--- src/hdl/lpdf_pkg.sv ---
// Types shared by the length-prefixed deframer: input word and result word.
// No dependencies; used by the parser, the top level and the testbench.
package lpdf_pkg;

    localparam int unsigned BYTE_W = 8;
    localparam int unsigned TYPE_W = 32;
    localparam int unsigned LEN_W  = 32;

    typedef struct packed {
        logic [BYTE_W-1:0] data_byte;
    } t_in_word;

    typedef struct packed {
        logic [BYTE_W-1:0] payload_byte;
        logic [TYPE_W-1:0] message_type;
        logic              first_of_message;
        logic              last_of_message;
        logic              empty_message;
    } t_out_word;

endpackage

--- src/hdl/lpdf_stream_if.sv ---
// Valid/ready stream channel carrying one word of type T.
// Depends on nothing; the payload type is set where the channel is declared.
interface lpdf_stream_if #(
    parameter type T = logic
);
    logic valid;
    logic ready;
    T     data;

    modport source (output valid, output data, input ready);
    modport sink   (input valid, input data, output ready);
endinterface

--- src/hdl/lpdf_parse.sv ---
// Header/payload parser state for the deframer: one byte per step.
// Depends on lpdf_pkg for the result word type.
module lpdf_parse #(
    parameter int unsigned FIELD_BYTES = 4
) (
    input  logic                                i_clk,
    input  logic                                i_rst_n,
    input  logic                                i_step,
    input  logic [lpdf_pkg::BYTE_W-1:0]         i_byte,
    output logic                                o_emit,
    output lpdf_pkg::t_out_word                 o_result
);

    localparam int unsigned HDR_BYTES = 2 * FIELD_BYTES;
    localparam int unsigned IDX_W     = $clog2(HDR_BYTES);
    localparam int unsigned LANES     = lpdf_pkg::TYPE_W / lpdf_pkg::BYTE_W;

    logic [IDX_W-1:0]              r_idx,   n_idx;
    logic                          r_in_pl, n_in_pl;
    logic [lpdf_pkg::LEN_W-1:0]    r_len,   n_len;
    logic [lpdf_pkg::TYPE_W-1:0]   r_type,  n_type;
    logic [lpdf_pkg::LEN_W-1:0]    r_rem,   n_rem;
    logic                          r_first, n_first;

    always_comb begin
        logic [lpdf_pkg::TYPE_W-1:0] type_now;
        n_idx    = r_idx;
        n_in_pl  = r_in_pl;
        n_len    = r_len;
        n_type   = r_type;
        n_rem    = r_rem;
        n_first  = r_first;
        o_emit   = 1'b0;
        o_result = '0;
        type_now = r_type;
        if (!r_in_pl) begin
            for (int k = 0; k < LANES; k++) begin
                if (k < FIELD_BYTES && r_idx == IDX_W'(k))
                    n_len[k*lpdf_pkg::BYTE_W +: lpdf_pkg::BYTE_W] = i_byte;
                if (k < FIELD_BYTES && r_idx == IDX_W'(FIELD_BYTES + k))
                    type_now[k*lpdf_pkg::BYTE_W +: lpdf_pkg::BYTE_W] = i_byte;
            end
            n_type = type_now;
            if (r_idx != IDX_W'(HDR_BYTES - 1)) begin
                n_idx = r_idx + 1'b1;
            end else if (r_len == '0) begin
                o_emit                    = 1'b1;
                o_result.message_type     = type_now;
                o_result.first_of_message = 1'b1;
                o_result.last_of_message  = 1'b1;
                o_result.empty_message    = 1'b1;
                n_idx   = '0;
                n_in_pl = 1'b0;
                n_len   = '0;
                n_type  = '0;
                n_rem   = '0;
                n_first = 1'b1;
            end else begin
                n_idx   = '0;
                n_in_pl = 1'b1;
                n_rem   = r_len;
                n_first = 1'b1;
            end
        end else begin
            o_emit                    = 1'b1;
            o_result.payload_byte     = i_byte;
            o_result.message_type     = r_type;
            o_result.first_of_message = r_first;
            o_result.last_of_message  = (r_rem <= lpdf_pkg::LEN_W'(1));
            n_first = 1'b0;
            if (r_rem <= lpdf_pkg::LEN_W'(1)) begin
                n_idx   = '0;
                n_in_pl = 1'b0;
                n_len   = '0;
                n_type  = '0;
                n_rem   = '0;
                n_first = 1'b1;
            end else begin
                n_rem = r_rem - 1'b1;
            end
        end
    end

    always_ff @(posedge i_clk) begin
        if (!i_rst_n) begin
            r_idx   <= '0;
            r_in_pl <= 1'b0;
            r_len   <= '0;
            r_type  <= '0;
            r_rem   <= '0;
            r_first <= 1'b1;
        end else if (i_step) begin
            r_idx   <= n_idx;
            r_in_pl <= n_in_pl;
            r_len   <= n_len;
            r_type  <= n_type;
            r_rem   <= n_rem;
            r_first <= n_first;
        end
    end

endmodule

--- src/hdl/length_prefixed_deframer_top.sv ---
// Length-prefixed deframer top level: input register, parser, result register.
// Depends on lpdf_pkg, lpdf_stream_if and lpdf_parse.
//
//   channel  direction  word        carries
//   i_in     sink       t_in_word   one raw stream byte
//   o_out    source     t_out_word  payload byte, type, first/last/empty marks
//
// One byte taken per cycle unless the output stalls; results are registered.
// Header bytes give no result; a zero-length message gives one empty result.
// Synchronous active-low reset returns the parser to the start of a header.
// A stalled result holds in the output register; the input register keeps
// taking bytes until it too is full and blocked.
module length_prefixed_deframer_top #(
    parameter int unsigned FIELD_BYTES = 4
) (
    input  logic                  i_clk,
    input  logic                  i_rst_n,
    lpdf_stream_if.sink           i_in,
    lpdf_stream_if.source         o_out
);

    logic                           r_stg_valid;
    logic [lpdf_pkg::BYTE_W-1:0]    r_stg_byte;
    logic                           r_out_valid;
    lpdf_pkg::t_out_word            r_out;

    logic                           can_load;
    logic                           stg_adv;
    logic                           emit;
    lpdf_pkg::t_out_word            result;

    assign can_load   = !r_out_valid || o_out.ready;
    assign stg_adv    = r_stg_valid && can_load;
    assign i_in.ready = !r_stg_valid || stg_adv;

    lpdf_parse #(
        .FIELD_BYTES (FIELD_BYTES)
    ) u_parse (
        .i_clk    (i_clk),
        .i_rst_n  (i_rst_n),
        .i_step   (stg_adv),
        .i_byte   (r_stg_byte),
        .o_emit   (emit),
        .o_result (result)
    );

    always_ff @(posedge i_clk) begin
        if (!i_rst_n) begin
            r_stg_valid <= 1'b0;
            r_out_valid <= 1'b0;
        end else begin
            if (i_in.valid && i_in.ready)
                r_stg_valid <= 1'b1;
            else if (stg_adv)
                r_stg_valid <= 1'b0;
            if (stg_adv && emit)
                r_out_valid <= 1'b1;
            else if (o_out.ready)
                r_out_valid <= 1'b0;
        end
    end

    always_ff @(posedge i_clk) begin
        if (i_in.valid && i_in.ready)
            r_stg_byte <= i_in.data.data_byte;
        if (stg_adv && emit)
            r_out <= result;
    end

    assign o_out.valid = r_out_valid;
    assign o_out.data  = r_out;

endmodule

--- src/flat_wrapper.sv ---
// flat-port wrapper written by rule: the top's interface ports become plain ports
module length_prefixed_deframer_top_flat 
#(
    parameter int unsigned FIELD_BYTES = 4
)
  (i_clk, i_rst_n, i_in_valid, i_in_data, i_in_ready, o_out_valid, o_out_data, o_out_ready);
  lpdf_stream_if #(.T(lpdf_pkg::t_in_word)) i_in_i ();
  lpdf_stream_if #(.T(lpdf_pkg::t_out_word)) o_out_i ();
  input  logic i_clk;
  input  logic i_rst_n;
  input wire logic [$bits(i_in_i.valid)-1:0] i_in_valid;
  input wire logic [$bits(i_in_i.data)-1:0] i_in_data;
  output wire logic [$bits(i_in_i.ready)-1:0] i_in_ready;
  output wire logic [$bits(o_out_i.valid)-1:0] o_out_valid;
  output wire logic [$bits(o_out_i.data)-1:0] o_out_data;
  input wire logic [$bits(o_out_i.ready)-1:0] o_out_ready;
  assign i_in_i.valid = i_in_valid;
  assign i_in_i.data = i_in_data;
  assign i_in_ready = i_in_i.ready;
  assign o_out_valid = o_out_i.valid;
  assign o_out_data = o_out_i.data;
  assign o_out_i.ready = o_out_ready;
  length_prefixed_deframer_top #(.FIELD_BYTES(FIELD_BYTES)) u_core (.i_clk(i_clk), .i_rst_n(i_rst_n), .i_in(i_in_i), .o_out(o_out_i));
endmodule
--- config.mk ---
export PLATFORM = sky130hd
export DESIGN_NAME = length_prefixed_deframer_top_flat
export DESIGN_NICKNAME = d
export VERILOG_FILES = /design/src/hdl/lpdf_pkg.sv /design/src/hdl/lpdf_stream_if.sv /design/src/hdl/lpdf_parse.sv /design/src/hdl/length_prefixed_deframer_top.sv /design/src/flat_wrapper.sv
export SDC_FILE = /design/constraint.sdc
export NUM_CORES = 1
export LEC_CHECK = 0
export ABC_AREA = 1
export ABC_CLOCK_PERIOD_IN_PS = 3870
export BUFFER_PORTS_ARGS = -buffer_cell sky130_fd_sc_hd__buf_2
export CORE_UTILIZATION = 55
export CTS_BUF_LIST = sky130_fd_sc_hd__clkbuf_2 sky130_fd_sc_hd__clkbuf_4 sky130_fd_sc_hd__clkbuf_8
export CTS_CLUSTER_SIZE = 16
export DETAILED_ROUTE_END_ITERATION = 10
export PLACE_DENSITY_LB_ADDON = 0.05
export SLEW_MARGIN = 25
export SYNTH_ARGS = -nofsm -noshare
export SYNTH_HDL_FRONTEND = slang
export SYNTH_HIERARCHICAL = 1
export SYNTH_SLANG_ARGS = --single-unit
export TNS_END_PERCENT = 1
--- constraint.sdc ---
create_clock -name i_clk -period 3.87 [get_ports i_clk]
set_input_delay 0 -clock i_clk [delete_from_list [all_inputs] [get_ports i_clk]]
set_output_delay 0 -clock i_clk [all_outputs]
set_load 0.005 [all_outputs]
==> results.md <==
* Number of port buffers at 56
* Most common cell in the netlist: nand2_1
* Number of vias per cell at between 5 and 6
* Largest area contributor in the netlist: dfxtp_1
* VDD IR max at between 400 and 500 uV
* Design area at ~0.0090 mm^2
* Largest net degree at the start of global routing at between 90 and 100
* Worst path top cell family by delay: buffers and inverters
* Cell repeated most along the worst path: ha_1
* Routed Antenna Nets at 0
* Wire length of the first global-routing pass at about 33000 um
* Sequential area share after synthesis at 0.441
* N_diodes at 0
* Cell Rows at 44
* Synth warn at 6
* Final setup fails at 0
* DR pass1 iterations at 7
* DIE AREA at 0.0153 mm^2
* Clock buffer depth at 2
* Setup TNS at 0 ns
* Clock sink total at around 150
* Layout Utilization at 0.620
* Antenna violations before repair at 0
* Setup crit end kind: register
* Ys async rst share at 0
* Critical path's largest stage delay at around 0.80 ns
* Reg clk slew, reported paths at roughly 0.09 ns
* Clk_lat worst skew at about 0.46 ns
* Worst Path Required at 4.08 ns
* Syn_nets at roughly 1100
* Commonest cells post-synth: 311 x nand2_1, 133 x inv_1, 128 x nor2_1
* Pwr Density at just over 400 mW/mm^2
* Crit path max-delay cell type: clkinv_1
* Primary FF master, synth: dfxtp_1
* Fraction of layout cells with a size suffix above 1 at 0.110
* Syn Area/Cell at approximately 7.2 um^2
* GPL Wtd Cong at 0.908
* DR DRC count at 0
* Synth cell types at 38
* Area Overhead vs Synth at 10.3%
* Setup Buffers After CTS at 0
* Syn Inst Count at between 1000 and 1500
* Post-DP Area at around 0.0084 mm^2
* Vias at 7402
* Routed wire length at roughly 21000 um
* Core area at approximately 0.014 mm^2
* Drt initial violations at between 700 and 800
* WL/cell at between 15 and 20 um
* CTS buffer count at 17
* Top post-synthesis cells by area: dfxtp_1 25%, edfxtp_1 19%, nand2_1 14%
* Minimum clock period at around 2.9 ns
* I/O Pins at 57
* Vias in the first global route at 6587
* Hold WC Path Type: in2reg
* Hold Vio Cnt, Final at 0
* Fmax at between 300 and 400 MHz
* Critical path class: reg2reg
* DP HPWL at around 13000 um
* GRT Resource Usage Total at 0.282
* Post-synth EDFFs at 51
* Clock Skew at ~0.015 ns
* Fin nets at roughly 1200
* TritonCTS clock tree: built
* Share of the synthesized area in the top cell type at 0.253
* Worst Setup Start Kind: register
* Leak at around 4.0 nW
* RSZ-0062 raised after global routing: false
* Crit-path cells: ha_1 -> ha_1 -> inv_1 -> nor2_1 -> nand2_1 -> clkinv_1 -> a22o_1
* Final slew viol count at 0
* Die X at 124 um
* Max-cap violations at 0
* Worst slew pin tran at approximately 1.0 ns
* Initial core utilization at 0.563
* DIE HEIGHT at 124 um
* Hold_ws at approximately 0.07 ns
* Tcrit/Tclk final at 0.749
* Syn Std Cell Area at approximately 0.008 mm^2
* Rel. slew slack at 0.313
* Layout fillers at between 1000 and 1500
* Data arrival, critical path at roughly 3.1 ns
* Top fanout value on the critical path at 32
* CTS root buf: clkbuf_8
* Grt ovf at 0
* Critical path buffers and inverters at 2
* H-tree lvl count at 4
* Post-synthesis register bit count at 154
* Power consumption at between 3 and 4 mW
* Status: finished clean
## stage by stage
stage | cells | setup WS [ns]
after floorplan | 1126 | 0.355
after global placement | 1312 | 1.45
after detailed placement | 1312 | 1.34
after CTS | 1355 | 1.31
after global routing | 1355 | 0.830
final | 1355 | 0.970
## worst min-delay path, stage by stage
cell,delay [ns]
buf_2,0.31
nand2_1,0.15
nor2_1,0.03
## routing by layer
layer / up-vias / wire length [um] / GRT usage
met3: 16 / 1660 / 0.0632
met2: 281 / 9460 / 0.433
li1: 3696 / - / -
met4: 0 / 225 / 0.0768
met5: - / 0 / 0
met1: 3409 / 9580 / 0.396
## final cells by class
cell class	count	area [um^2]	area share
tap	184	230	0.0256
clock buffer	17	234	0.0260
clock inverter	15	204	0.0227
inverter	135	507	0.0564
timing repair buffer	75	450	0.0501
multi-input combinational	775	3760	0.419
sequential	154	3590	0.400
## path summary, 6_finish.rpt
check        slack [ns]                      from  depth (start not counted)                        to
min reg2reg        0.48  u_core/u_parse/r_type[9]                          2  u_core/u_parse/r_type[9]
max                0.97   u_core/u_parse/r_idx[0]                          7     u_core/o_out.data[18]
min                0.07                   i_rst_n                          3  u_core/u_parse/r_len[25]
max reg2reg        0.97   u_core/u_parse/r_idx[0]                          7     u_core/o_out.data[18]
## registers in the layout, summed over array words and instances, names as in the netlist, 3 cells and up
| name | cells |
|---|---|
| u_core/r_stg_byte | 8 |
| u_core/u_parse/r_rem | 32 |
| u_core/u_parse/r_type | 32 |
| u_core/o_out.data | 43 |
| u_core/u_parse/r_len | 32 |
| u_core/u_parse/r_idx | 3 |
## cells by family (layout without fill, tap and decap cells)
| logic type | after synthesis | count (layout) | share of synthesized area |
|---|---|---|---|
| simple gates | 572 | 572 | 0.303 |
| buf+inv | 197 | 242 | 0.0986 |
| compound gates | 179 | 179 | 0.127 |
| flops | 154 | 154 | 0.441 |
| xor+xnor | 16 | 16 | 0.0172 |
| fa+ha+maj | 8 | 8 | 0.0123 |
## cells in the final DEF, fill, tap and decap left out, types with 2 or more instances in the layout
master | Yosys | layout
a21oi_1 | 76 | 76
a22o_1 | 31 | 31
and2_1 | 2 | 2
buf_2 | 20 | 56
buf_4 | 0 | 8
bufinv_16 | 0 | 3
clkbuf_8 | 0 | 17
clkinv_4 | 0 | 2
dfxtp_1 | 103 | 102
dlygate4sd3_1 | 0 | 11
edfxtp_1 | 51 | 51
ha_1 | 8 | 8
inv_1 | 133 | 132
inv_2 | 2 | 2
inv_6 | 0 | 6
inv_8 | 0 | 2
nand2_1 | 311 | 310
nand2_2 | 3 | 4
nand3_1 | 68 | 68
nand3_4 | 4 | 4
nand4_1 | 36 | 36
nor2_1 | 128 | 126
nor2_2 | 11 | 12
nor2_4 | 2 | 3
o21ai_0 | 61 | 61
o21ai_1 | 4 | 4
or2_2 | 2 | 2
xor2_1 | 15 | 15
## power by group
| group | switching, mW | internal, mW |
|---|---|---|
| registers | 0.0316 | 1.70 |
| logic | 0.368 | 0.170 |
| clock network | 0.684 | 0.664 |
| total | 1.08 | 2.53 |
## timing repair
item | 4_1_cts | 5_1_grt
hold buffers | 11 | 0
hold endpoints to repair | 10 | 0
resized for setup | 0 | 0
Note: power is estimated with default switching activity, not from simulation.
